`config.mk`:
```
export PLATFORM = sky130hd
export DESIGN_NAME = raster_scan_position_sequencer_flat
export DESIGN_NICKNAME = d
export VERILOG_FILES = /design/src/design/rsps_pkg.sv /design/src/design/rsps_if.sv /design/src/design/rsps_cfg_regs.sv /design/src/design/raster_scan_position_sequencer.sv /design/src/flat_wrapper.sv
export SDC_FILE = /design/constraint.sdc
export NUM_CORES = 1
export LEC_CHECK = 0
export BUFFER_PORTS_ARGS = -buffer_cell sky130_fd_sc_hd__clkbuf_2
export CAP_MARGIN = 10
export CORE_MARGIN = 5
export CORE_UTILIZATION = 45
export DETAILED_ROUTE_END_ITERATION = 8
export PLACE_DENSITY_LB_ADDON = 0.3
export SLEW_MARGIN = 20
export SYNTH_ARGS = -nofsm -noshare
export SYNTH_HDL_FRONTEND = slang
export SYNTH_SLANG_ARGS = --single-unit
```
`constraint.sdc`:
```
create_clock -name i_clk -period 4.8 [get_ports i_clk]
set_input_delay 0.48 -clock i_clk [delete_from_list [all_inputs] [get_ports i_clk]]
set_output_delay 0.48 -clock i_clk [all_outputs]
set_load 0.01 [all_outputs]
```
`src/design/rsps_pkg.sv`:
```
package rsps_pkg;

    localparam int unsigned PosW    = 16;
    localparam int unsigned StepW   = 8;
    localparam int unsigned CountW  = 8;
    localparam int unsigned SampleW = 10;
    localparam int unsigned CfgIdxW = 3;
    localparam int unsigned CfgDataW = 16;

    typedef enum logic [CfgIdxW-1:0] {
        REG_MEAS_PER_POINT = 3'd0,
        REG_H_MIN          = 3'd1,
        REG_H_MAX          = 3'd2,
        REG_H_STEP         = 3'd3,
        REG_V_MIN          = 3'd4,
        REG_V_MAX          = 3'd5,
        REG_V_STEP         = 3'd6
    } t_reg_idx;

    typedef enum logic {
        MODE_START  = 1'b0,
        MODE_SAMPLE = 1'b1
    } t_mode;

    typedef struct packed {
        logic [CountW-1:0] meas_per_point;
        logic [PosW-1:0]   h_min;
        logic [PosW-1:0]   h_max;
        logic [StepW-1:0]  h_step;
        logic [PosW-1:0]   v_min;
        logic [PosW-1:0]   v_max;
        logic [StepW-1:0]  v_step;
    } t_cfg;

endpackage

```
`src/design/rsps_if.sv`:
```
interface rsps_in_if
    import rsps_pkg::*;
();
    logic               valid;
    logic               ready;
    logic               mode;
    logic [SampleW-1:0] sample;

    modport source (output valid, output mode, output sample, input ready);
    modport sink   (input valid, input mode, input sample, output ready);
endinterface

interface rsps_out_if
    import rsps_pkg::*;
();
    logic               valid;
    logic               ready;
    logic [PosW-1:0]    meas_h;
    logic [PosW-1:0]    meas_v;
    logic [SampleW-1:0] sample_value;
    logic               scan_done;

    modport source (output valid, output meas_h, output meas_v, output sample_value,
                    output scan_done, input ready);
    modport sink   (input valid, input meas_h, input meas_v, input sample_value,
                    input scan_done, output ready);
endinterface

```
`src/design/rsps_cfg_regs.sv`:
```
module rsps_cfg_regs
    import rsps_pkg::*;
(
    input  logic                i_clk,
    input  logic                i_rst_n,
    input  logic                i_cfg_we,
    input  logic [CfgIdxW-1:0]  i_cfg_idx,
    input  logic [CfgDataW-1:0] i_cfg_data,
    output t_cfg                o_cfg
);

    t_cfg r_cfg;
    t_cfg n_cfg;

    always_comb begin
        n_cfg = r_cfg;
        if (i_cfg_we) begin
            case (t_reg_idx'(i_cfg_idx))
                REG_MEAS_PER_POINT: n_cfg.meas_per_point = i_cfg_data[CountW-1:0];
                REG_H_MIN:          n_cfg.h_min          = i_cfg_data[PosW-1:0];
                REG_H_MAX:          n_cfg.h_max          = i_cfg_data[PosW-1:0];
                REG_H_STEP:         n_cfg.h_step         = i_cfg_data[StepW-1:0];
                REG_V_MIN:          n_cfg.v_min          = i_cfg_data[PosW-1:0];
                REG_V_MAX:          n_cfg.v_max          = i_cfg_data[PosW-1:0];
                REG_V_STEP:         n_cfg.v_step         = i_cfg_data[StepW-1:0];
                default:            n_cfg = r_cfg;
            endcase
        end
    end

    always_ff @(posedge i_clk) begin
        if (!i_rst_n) begin
            r_cfg <= '0;
        end else begin
            r_cfg <= n_cfg;
        end
    end

    assign o_cfg = r_cfg;

endmodule

```
`src/design/raster_scan_position_sequencer.sv`:
```
// Latency: a sample item's result is valid in the cycle after the item is accepted.
// Throughput: one item per cycle; the result register is refilled whenever it is
// empty or being taken, so input ready only drops while a result waits unread.
// Reset: synchronous, active low; clears all configuration registers, the position,
// the count and the scanning flag, and empties the result register.
module raster_scan_position_sequencer
    import rsps_pkg::*;
(
    input  logic                i_clk,
    input  logic                i_rst_n,
    input  logic                i_cfg_we,
    input  logic [CfgIdxW-1:0]  i_cfg_idx,
    input  logic [CfgDataW-1:0] i_cfg_data,
    rsps_in_if.sink             i_in,
    rsps_out_if.source          o_out
);

    t_cfg cfg;

    logic [PosW-1:0]    r_h_pos, n_h_pos;
    logic [PosW-1:0]    r_v_pos, n_v_pos;
    logic [CountW-1:0]  r_count, n_count;
    logic               r_scanning, n_scanning;
    logic               r_out_valid, n_out_valid;
    logic [PosW-1:0]    r_meas_h, n_meas_h;
    logic [PosW-1:0]    r_meas_v, n_meas_v;
    logic [SampleW-1:0] r_sample, n_sample;
    logic               r_done, n_done;

    logic              accept;
    logic              produce;
    logic [CountW:0]   count_inc;
    logic              point_end;
    logic [PosW-1:0]   h_add;
    logic [PosW-1:0]   v_add;
    logic [PosW-1:0]   adv_h;
    logic [PosW-1:0]   adv_v;

    rsps_cfg_regs u_cfg (
        .i_clk      (i_clk),
        .i_rst_n    (i_rst_n),
        .i_cfg_we   (i_cfg_we),
        .i_cfg_idx  (i_cfg_idx),
        .i_cfg_data (i_cfg_data),
        .o_cfg      (cfg)
    );

    assign i_in.ready = !r_out_valid || o_out.ready;
    assign accept     = i_in.valid && i_in.ready;
    assign produce    = accept && (t_mode'(i_in.mode) == MODE_SAMPLE) && r_scanning;

    assign count_inc = {1'b0, r_count} + {{CountW{1'b0}}, 1'b1};
    assign point_end = count_inc > {1'b0, cfg.meas_per_point};
    assign h_add     = r_h_pos + {{(PosW-StepW-1){1'b0}}, cfg.h_step, 1'b0};
    assign v_add     = r_v_pos + {{(PosW-StepW-1){1'b0}}, cfg.v_step, 1'b0};

    always_comb begin
        adv_h = r_h_pos;
        adv_v = r_v_pos;
        if (point_end) begin
            if (r_h_pos == cfg.h_max) begin
                adv_h = cfg.h_min;
                adv_v = v_add;
            end else if (h_add > cfg.h_max) begin
                adv_h = cfg.h_max;
            end else begin
                adv_h = h_add;
            end
        end
    end

    always_comb begin
        n_h_pos     = r_h_pos;
        n_v_pos     = r_v_pos;
        n_count     = r_count;
        n_scanning  = r_scanning;
        n_out_valid = r_out_valid && !o_out.ready;
        n_meas_h    = r_meas_h;
        n_meas_v    = r_meas_v;
        n_sample    = r_sample;
        n_done      = r_done;
        if (accept && (t_mode'(i_in.mode) == MODE_START)) begin
            n_h_pos    = cfg.h_min;
            n_v_pos    = cfg.v_min;
            n_count    = '0;
            n_scanning = 1'b1;
        end else if (produce) begin
            n_h_pos     = adv_h;
            n_v_pos     = adv_v;
            n_count     = point_end ? '0 : count_inc[CountW-1:0];
            n_scanning  = !(adv_v > cfg.v_max);
            n_out_valid = 1'b1;
            n_meas_h    = r_h_pos;
            n_meas_v    = r_v_pos;
            n_sample    = i_in.sample;
            n_done      = adv_v > cfg.v_max;
        end
    end

    always_ff @(posedge i_clk) begin
        if (!i_rst_n) begin
            r_h_pos     <= '0;
            r_v_pos     <= '0;
            r_count     <= '0;
            r_scanning  <= 1'b0;
            r_out_valid <= 1'b0;
        end else begin
            r_h_pos     <= n_h_pos;
            r_v_pos     <= n_v_pos;
            r_count     <= n_count;
            r_scanning  <= n_scanning;
            r_out_valid <= n_out_valid;
        end
    end

    always_ff @(posedge i_clk) begin
        r_meas_h <= n_meas_h;
        r_meas_v <= n_meas_v;
        r_sample <= n_sample;
        r_done   <= n_done;
    end

    assign o_out.valid        = r_out_valid;
    assign o_out.meas_h       = r_meas_h;
    assign o_out.meas_v       = r_meas_v;
    assign o_out.sample_value = r_sample;
    assign o_out.scan_done    = r_done;

endmodule

```
`src/flat_wrapper.sv`:
```
// flat-port wrapper written by rule: the top's interface ports become plain ports
module raster_scan_position_sequencer_flat import rsps_pkg::*;
  (i_clk, i_rst_n, i_cfg_we, i_cfg_idx, i_cfg_data, i_in_valid, i_in_mode, i_in_sample, i_in_ready, o_out_valid, o_out_meas_h, o_out_meas_v, o_out_sample_value, o_out_scan_done, o_out_ready);
  rsps_in_if i_in_i ();
  rsps_out_if o_out_i ();
  input  logic i_clk;
  input  logic i_rst_n;
  input  logic i_cfg_we;
  input  logic [CfgIdxW-1:0] i_cfg_idx;
  input  logic [CfgDataW-1:0] i_cfg_data;
  input wire logic [$bits(i_in_i.valid)-1:0] i_in_valid;
  input wire logic [$bits(i_in_i.mode)-1:0] i_in_mode;
  input wire logic [$bits(i_in_i.sample)-1:0] i_in_sample;
  output wire logic [$bits(i_in_i.ready)-1:0] i_in_ready;
  output wire logic [$bits(o_out_i.valid)-1:0] o_out_valid;
  output wire logic [$bits(o_out_i.meas_h)-1:0] o_out_meas_h;
  output wire logic [$bits(o_out_i.meas_v)-1:0] o_out_meas_v;
  output wire logic [$bits(o_out_i.sample_value)-1:0] o_out_sample_value;
  output wire logic [$bits(o_out_i.scan_done)-1:0] o_out_scan_done;
  input wire logic [$bits(o_out_i.ready)-1:0] o_out_ready;
  assign i_in_i.valid = i_in_valid;
  assign i_in_i.mode = i_in_mode;
  assign i_in_i.sample = i_in_sample;
  assign i_in_ready = i_in_i.ready;
  assign o_out_valid = o_out_i.valid;
  assign o_out_meas_h = o_out_i.meas_h;
  assign o_out_meas_v = o_out_i.meas_v;
  assign o_out_sample_value = o_out_i.sample_value;
  assign o_out_scan_done = o_out_i.scan_done;
  assign o_out_i.ready = o_out_ready;
  raster_scan_position_sequencer u_core (.i_clk(i_clk), .i_rst_n(i_rst_n), .i_cfg_we(i_cfg_we), .i_cfg_idx(i_cfg_idx), .i_cfg_data(i_cfg_data), .i_in(i_in_i), .o_out(o_out_i));
endmodule
```
==> results of run 1 <==
==> through the flow <==
stage                     setup slack, ns  utilization, %  power, mW  instances
after floorplan                    0.9282               -      2.650       1015
after global placement             0.5977           48.72      3.017       1329
after detailed placement           0.5124           48.72      3.017       1329
after CTS                          0.4509           51.63      4.351       1361
after global routing               0.1245           51.67      4.570       1361
final                              0.4464           51.67      4.352       1361
==> registers in the layout, summed over array words and instances (netlist names) <==
signal / cells
u_core.u_cfg.o_cfg: 88
u_core.r_count: 8
u_core.o_out.meas_h: 16
u_core.o_out.scan_done: 1
u_core.o_out.meas_v: 16
u_core.r_scanning: 1
u_core.o_out.valid: 1
u_core.o_out.sample_value: 10
u_core.r_v_pos: 16
u_core.r_h_pos: 16
==> synth_stat cells (all sizes together), types with 6 or more instances <==
| library cell | instances |
|---|---|
| xnor2 | 33 |
| nor4 | 11 |
| nand2b | 11 |
| dfxtp | 130 |
| o211ai | 10 |
| clkbuf | 36 |
| nor2b | 9 |
| inv | 56 |
| o21a | 10 |
| a222oi | 6 |
| a22o | 10 |
| or3 | 7 |
| ha | 57 |
| a21oi | 124 |
| nor2 | 64 |
| xor2 | 11 |
| nand3 | 22 |
| edfxtp | 43 |
| nand2 | 216 |
| a21o | 7 |
| nor3 | 13 |
| o21ai | 24 |
| nand4 | 10 |
| a211oi | 11 |
==> routing by layer <==
metal	vias to the layer above	wire (um)	GRT usage (%)
met5	-	0	0
li1	3708	-	-
met3	38	1378	3.725
met1	3498	11060	30.08
met4	0	493	6.865
met2	244	10730	34.25
==> final cells by class <==
type / instances / area share, %
flip-flops and latches: 173 / 38.98
repair buffers: 89 / 4.709
well taps: 265 / 3.319
inverters: 56 / 2.117
clock inverters: 11 / 0.9269
clock buffers: 21 / 4.709
multi-input cells: 746 / 45.24
==> worst max-delay path, stage by stage (launching register included) <==
cell     delay, ns
dfxtp_1       0.40
ha_1          0.26
and3_1        0.21
nand3_1       0.12
xnor2_1       0.21
ha_1          0.28
and4_1        0.22
nand2_1       0.06
o221a_2       0.24
o21ai_2       0.14
nor2_1        0.47
nand3_1       0.17
xnor2_1       0.16
ha_1          0.31
nand4_1       0.07
or2_2         0.34
nor3_1        0.30
or3_1         0.16
o221a_2       0.17
==> power by group through the flow <==
stage / registers, mW / logic [mW] / clock network (mW)
6_report: 1.64 / 1.37 / 1.34
5_1_grt: 1.65 / 1.50 / 1.42
3_5_place_dp: 1.67 / 1.34 / 0
2_1_floorplan: 1.65 / 1.00 / 0
3_3_place_gp: 1.67 / 1.35 / 0
4_1_cts: 1.64 / 1.35 / 1.36
==> worst max-delay path by stage <==
| stage | cells after the start | endpoint | startpoint |
|---|---|---|---|
| 4_1_cts | 18 | u_core.r_scanning | u_core.r_count[0] |
| 2_1_floorplan | 18 | u_core.o_out.scan_done | u_core.r_count[0] |
| 6_report | 18 | u_core.r_scanning | u_core.r_count[0] |
| 3_3_place_gp | 19 | u_core.o_out.scan_done | u_core.r_count[0] |
| 5_1_grt | 19 | u_core.o_out.scan_done | u_core.r_count[2] |
| 3_5_place_dp | 19 | u_core.o_out.scan_done | u_core.r_count[0] |
==> cells by family (layout without fill, tap and decap cells) <==
group                      after synthesis  after routing  synth area share (%)
adders and majority gates               59             59                 8.590
xor gates and xnor gates                44             44                 4.395
and+or+nand+nor                        387            387                 19.59
buffers and inverters                   96            177                 4.167
AOI/OAI and AO/OA                      249            249                 17.98
muxes                                    7              7                0.8704
DFF                                    173            173                 44.41
==> results.cfg, run 1 <==
[status]
status = completed

[setup_path]
start_kind = flop
rr_startpoint = u_core.r_count[0]
r2r_end = u_core.r_scanning
r2r_slack_ns = 0.45
worstPathMaxFanout = 9
worst_ep_required_time_ns = 5.17
crit_type = flop to flop
rr_worst_depth = 18
arrival_ns = 4.72
end_kind = flop

[worst_hold_path]
whs_path_depth = 1
hold_class = input port to flop
min_to = u_core.o_out.sample_value[4]
worstHoldStart = i_in_sample[4]

[synthesis]
syn_area_per_cell_um2 = 8.639
ys_ff_latch = 173
synth_area_leaders = dfxtp_1 (30%), edfxtp_1 (15%), nand2_1 (9.2%)
yosys_warnings = 0
synthArstFlopShare_pct = 0
synthesis.nets = 1109
synth_cells = 1015
yosys.cell_types.count = 59
syn-cell-area_um2 = 8768
synth_edf_count = 43
yosysTopAreaCellShare_pct = 29.68
synth_top_area_cell = dfxtp_1
yosysSeqAreaShare_pct = 44.41
ys.flop_type = dfxtp_1

[global_route]
antenna_found_initial = 0
grt_pass1_wl_mm = 37.95
grt_max_degree = 46
grt_pass1_vias = 7218
grt_usage_pct = 21.58
grt_overflow_total = 0

[clock_tree]
cts_tree = done
insertion_delay_ns = 0.43
cts.repair.resized = 0
cts_max_path_buffers = 2
cts-buffers-inserted = 17
clock-sinks = 173
cts-root-buf = clkbuf_16
clkTransAtPathRegs_ns = 0.07
cts_hold_buf = 0
cts_setup_buffers = 0
cts.htree.levels = 4

[sta]
whs_ns = 0.2209
fin_crit_sh_pct = 90.70
hold_viol_final = 0
finalSetupTns_ns = 0
rsz0062_at_grt = false
relSlewSlack_pct = 29.88
max_freq_mhz = 229.7
tightest_slew_ns = 1.052
finalSetupViolCount = 0
layout_min_cycle_time_ns = 4.354
clock_skew_ns = 0.009626
finalMaxSlewViolations = 0

[placement]
gp_congestion = 0.9182
hpwl_mm = 16.76
port_buffers = 79
placed_area_um2 = 9420

[finish]
multi_input_area_um2 = 4519
final_cell_mix = nand2_1 (216), dfxtp_1 (130), a21oi_1 (124), clkbuf_2 (79), nor2_1 (62)
n_antenna_cell = 0
final_cell_area_um2 = 9990
fill_cells = 1836
mostFrequentLayoutCell = nand2_1
regArea_um2 = 3894
nets = 1177
syn2layout_area_growth_pct = 13.93
drive_gt1_share_pct = 13.05

[die]
start_util_pct = 45.35
die_w_um = 149.6
die-area_um2 = 22380
core_um2 = 19330
rows = 51
ioPinCount = 80
die_h_um = 149.6

[route]
drcViolationCount = 0
wirelength_mm = 23.66
via_count = 7488
drt-wirelength-per-cell_um = 17.38
vias_per_cell = 5.502
dr.pass1.iters = 7
antenna_left = 0
drt_iter0_drc = 616

[power]
power.density_nw_per_um2 = 435.6
p_int_mw = 2.837
peakVddDrop_uv = 251.4
power.switching_mw = 1.514
swShare_pct = 34.80
combPwrFrac_pct = 31.6
leakagePower_nw = 3.789
seqPwrFrac_pct = 37.8
pwr-share-clk_pct = 30.7

[flow_run]
maxCapViolations = 0
Note: power is estimated with default switching activity, not from simulation.
==> inputs of run 2 (changes only) <==
--- a/config.mk
+++ b/config.mk
@@ -8,7 +8,7 @@
 export BUFFER_PORTS_ARGS = -buffer_cell sky130_fd_sc_hd__clkbuf_2
 export CAP_MARGIN = 10
 export CORE_MARGIN = 5
-export CORE_UTILIZATION = 45
+export CORE_UTILIZATION = 35
 export DETAILED_ROUTE_END_ITERATION = 8
 export PLACE_DENSITY_LB_ADDON = 0.3
 export SLEW_MARGIN = 20
==> results.cfg, run 2 (synthesis gave the netlist of run 1 again) <==
[clock_tree]
cts-root-buf = clkbuf_16
clkTransAtPathRegs_ns = 0.07
insertion_delay_ns = 0.44
cts_max_path_buffers = 2
cts_tree = done
cts.htree.levels = 4
clock-sinks = 173
cts_setup_buffers = 0
cts-buffers-inserted = 17
cts_hold_buf = 0
cts.repair.resized = 0

[finish]
drive_gt1_share_pct = 13.30
nets = 1179
syn2layout_area_growth_pct = 15.38
n_antenna_cell = 0
mostFrequentLayoutCell = nand2_1
final_cell_mix = nand2_1 (216), dfxtp_1 (130), a21oi_1 (124), clkbuf_2 (79), nor2_1 (62)
largest_reg_flops = 88
final_cell_area_um2 = 10120
fin_util_pct = 40.65

[route]
dr.pass1.iters = 6
drt_iter0_drc = 652
drt-wirelength-per-cell_um = 17.22
wirelength_mm = 24.59
vias_per_cell = 5.241
antenna_left = 0
via_count = 7484
drcViolationCount = 0

[sta]
clock_skew_ns = 0.01409
tightest_slew_ns = 1.086
rsz0062_at_grt = false
layout_min_cycle_time_ns = 4.296
layout_setup_ws_ns = 0.5039
finalSetupViolCount = 0
max_freq_mhz = 232.8
finalMaxSlewViolations = 0
relSlewSlack_pct = 27.57
finalSetupTns_ns = 0
fin_crit_sh_pct = 89.50
hold_viol_final = 0

[flow_run]
maxCapViolations = 0

[global_route]
grt_pass1_vias = 7088
grt_overflow_total = 0
use_met1_pct = 24.33
top_usage_layer = met2
grt_usage_pct = 17.31
grt_pass1_wl_mm = 39.07
grt_max_degree = 42
globalRouteMet2Util_pct = 26.90
use_met3_pct = 2.911
antenna_found_initial = 0

[setup_path]
arrival_ns = 4.68
cp_top_family = simple AND/OR/NAND/NOR gates
rr_worst_depth = 18
end_kind = flop
worstPathMaxFanout = 9
worstPathCellList = nand3_1 > nor2_1 > nand3_1 > xnor2_1 > ha_1 > and4_1 > nand2_1 > o221a_2 > o21ai_2 > nor2_1 > nand3_1 > xnor2_1 > ha_1 > nand4_1 > or2_2 > nor3_1 > or3_1 > o221a_2
start_kind = flop
path_buf_inv = 0
cpMostUsedCell = nand3_1
r2r_end = u_core.r_scanning
worst_ep_required_time_ns = 5.18
r2r_slack_ns = 0.50
slowest_stage = nor2_1
crit_type = flop to flop
rr_startpoint = u_core.r_count[2]
cpPeakStageDelay_ns = 0.51

[worst_hold_path]
hold_class = input port to flop
min_to = u_core.o_out.sample_value[0]
whs_path_depth = 1
worstHoldStart = i_in_sample[0]

[status]
status = completed

[die]
die_h_um = 168.3
die_w_um = 168.3
die-area_um2 = 28320
ioPinCount = 80
start_util_pct = 35.23
core_um2 = 24890
rows = 58

[placement]
hpwl_mm = 17.74
gp_congestion = 0.8600
preCtsSetupSlack_ns = 0.5368
placed_area_um2 = 9517
port_buffers = 79

[power]
power.density_nw_per_um2 = 441.1
peakVddDrop_uv = 384.6
leakagePower_nw = 3.804
run 2: cell types whose count changed in the layout (fill, tap and decap cells not counted), moves of 2 or more:
| cell | previous run | this run |
|---|---|---|
| inv_6 | 0 | 7 |
| clkinv_2 | 7 | 1 |
| clkbuf_8 | 3 | 0 |
| clkinv_4 | 3 | 0 |
| inv_8 | 0 | 3 |
| buf_4 | 10 | 12 |
| clkinvlp_4 | 0 | 2 |
run 2: stage by stage:
stage               power, mW  cells  hold slack (ns)
CTS                     4.477   1428           0.2023
finish                  4.463   1428           0.2159
global placement        3.053   1396           0.4382
detailed placement      3.058   1396           0.4479
floorplan               2.650   1015           0.4064
global route            4.710   1428           0.2084
run 2: report_power, final:
| part | internal, mW | switching, mW | total (mW) |
|---|---|---|---|
| Clock | 0.768 | 0.647 | 1.42 |
| Combinational | 0.550 | 0.855 | 1.41 |
| Sequential | 1.56 | 0.0777 | 1.64 |
run 2: routing by layer:
layer | part of all wire, % | wire [um]
met1 | 48 | 11870
met3 | 4.9 | 1209
met4 | 1.9 | 472
met5 | 0 | 0
met2 | 45 | 11040
run 2: final cells by class:
class / instances / area, um2
fillers: 2524 / 14770
multi-input cells: 746 / 4519
flip-flops and latches: 173 / 3894
repair buffers: 91 / 485.5
clock buffers: 18 / 450.4
well taps: 330 / 412.9
inverters: 56 / 210.2
clock inverters: 14 / 145.1
run 2: how the worst max path moves through the flow:
stage,from,to,slack [ns],cells after the start
finish,u_core.r_count[2],u_core.r_scanning,0.50,18
floorplan,u_core.r_count[0],u_core.o_out.scan_done,0.93,18
global route,u_core.r_count[2],u_core.o_out.scan_done,0.05,19
global placement,u_core.r_count[0],u_core.o_out.scan_done,0.62,19
detailed placement,u_core.r_count[2],u_core.r_scanning,0.54,18
CTS,u_core.r_count[2],u_core.o_out.scan_done,0.51,19
==> inputs of run 3 (changes only) <==
--- a/config.mk
+++ b/config.mk
@@ -8,7 +8,7 @@
 export BUFFER_PORTS_ARGS = -buffer_cell sky130_fd_sc_hd__clkbuf_2
 export CAP_MARGIN = 10
 export CORE_MARGIN = 5
-export CORE_UTILIZATION = 35
+export CORE_UTILIZATION = 43
 export DETAILED_ROUTE_END_ITERATION = 8
 export PLACE_DENSITY_LB_ADDON = 0.3
 export SLEW_MARGIN = 20
==> results.cfg, run 3 (synthesis gave the netlist of run 1 again) <==
[sta]
tightest_slew_ns = 1.112
rsz0062_at_grt = false
finalMaxSlewViolations = 0
clock_skew_ns = 0.01261
max_freq_mhz = 222.8
layout_min_cycle_time_ns = 4.489
finalSetupTns_ns = 0
hold_viol_final = 0
relSlewSlack_pct = 25.88
fin_crit_sh_pct = 93.52
finalSetupViolCount = 0
whs_ns = 0.2202

[setup_path]
end_kind = flop
cpPeakStageDelay_ns = 0.56
slowest_stage = a211oi_1
cpMostUsedCell = ha_1
start_kind = flop
crit_type = flop to flop
worstPathCellList = ha_1 > inv_1 > fa_1 > nor2b_1 > o31a_1 > o31ai_1 > buf_4 > a2111oi_0 > xor2_1 > ha_1 > and3_1 > nand3_1 > nor2_1 > a211oi_1 > or2_2 > o211ai_1 > a221oi_1
worstPathMaxFanout = 14
worst_ep_required_time_ns = 5.14
arrival_ns = 4.83

[clock_tree]
cts_tree = done
cts-root-buf = clkbuf_16
cts.htree.levels = 4
clock-sinks = 173
clkTransAtPathRegs_ns = 0.07
cts_hold_buf = 0
cts_max_path_buffers = 2
insertion_delay_ns = 0.44
cts.repair.resized = 0
cts_setup_buffers = 0
cts-buffers-inserted = 17

[finish]
mostFrequentLayoutCell = nand2_1
drive_gt1_share_pct = 13.05
largest_reg_flops = 88
final_cell_area_um2 = 10020
nets = 1177
n_antenna_cell = 0
fill_cells = 1940
final_cell_mix = nand2_1 (216), dfxtp_1 (130), a21oi_1 (124), clkbuf_2 (79), nor2_1 (60)
syn2layout_area_growth_pct = 14.27

[power]
leakagePower_nw = 3.777
peakVddDrop_uv = 360.5
power.density_nw_per_um2 = 443.5

[die]
die_h_um = 152.8
rows = 52
start_util_pct = 43.47
core_um2 = 20170
ioPinCount = 80
die-area_um2 = 23350
die_w_um = 152.8

[route]
drcViolationCount = 0
dr.pass1.iters = 7
met3_length_mm = 1.275
wirelength_mm = 24.06
antenna_left = 0
wl_met2_mm = 10.96
top_layer = met4
drt-wirelength-per-cell_um = 17.61
via_count = 7490
wirelength_met1_mm = 11.47
drt_iter0_drc = 564
vias_per_cell = 5.483

[global_route]
grt_pass1_vias = 7056
grt_overflow_total = 0
grt_max_degree = 43
grt_usage_pct = 20.17
antenna_found_initial = 0
grt_pass1_wl_mm = 37.99

[placement]
hpwl_mm = 17.01
port_buffers = 79
placed_area_um2 = 9427
gp_congestion = 0.9027

[status]
status = completed

[flow_run]
maxCapViolations = 0

[worst_hold_path]
hold_class = input port to flop
## run 3: per-layer routing
metal / global-route usage, % / vias to the layer above
met1: 28.50 / 3524
met2: 31.84 / 219
li1: - / 3721
met5: 0 / -
met3: 3.863 / 26
met4: 5.388 / 0
## run 3: critical path, delay by kind of cell (launching register included)
family	cells	cell delay [ns]
AO/OA/AOI/OAI	6	1.72
XOR/XNOR	1	0.25
adder cells (fa/ha/maj)	3	0.87
buffers and inverters	2	0.22
flip-flops	1	0.41
AND/OR/NAND/NOR	5	0.91
## run 3: through the flow
stage | worst slack (ns) | power [mW] | utilization, % | instances
4_1_cts | 0.3785 | 4.443 | 49.63 | 1366
5_1_grt | 0.02127 | 4.657 | 49.68 | 1366
6_report | 0.3109 | 4.444 | 49.68 | 1366
3_5_place_dp | 0.4078 | 3.051 | 46.74 | 1334
2_1_floorplan | 0.9282 | 2.650 | - | 1015
3_3_place_gp | 0.4877 | 3.045 | 46.74 | 1334
## run 3: final timing paths
| check | from | endpoint | slack (ns) | cells past startpoint |
|---|---|---|---|---|
| worst max-delay path | u_core.r_h_pos[1] | u_core.r_h_pos[2] | 0.31 | 17 |
| worst min-delay path | i_in_sample[7] | u_core.o_out.sample_value[7] | 0.22 | 1 |
| worst max register to register | u_core.r_h_pos[1] | u_core.r_h_pos[2] | 0.31 | 17 |
| worst min register to register | u_core.u_cfg.o_cfg[20] | u_core.u_cfg.o_cfg[20] | 0.45 | 2 |
## run 3: where the power goes
group / switching, mW / internal (mW)
combinational: 0.865 / 0.540
sequential: 0.0778 / 1.57
clock: 0.609 / 0.787
total: 1.55 / 2.89
## run 3: layout make-up
class	count	area, um2	share of cell area [%]
Clock buffer	20	446.7	4.458
Clock inverter	12	136.4	1.361
Inverter	56	210.2	2.098
Multi-Input combinational cell	746	4524	45.15
Sequential cell	173	3894	38.86
Tap cell	270	337.8	3.372
Timing Repair Buffer	89	470.5	4.695
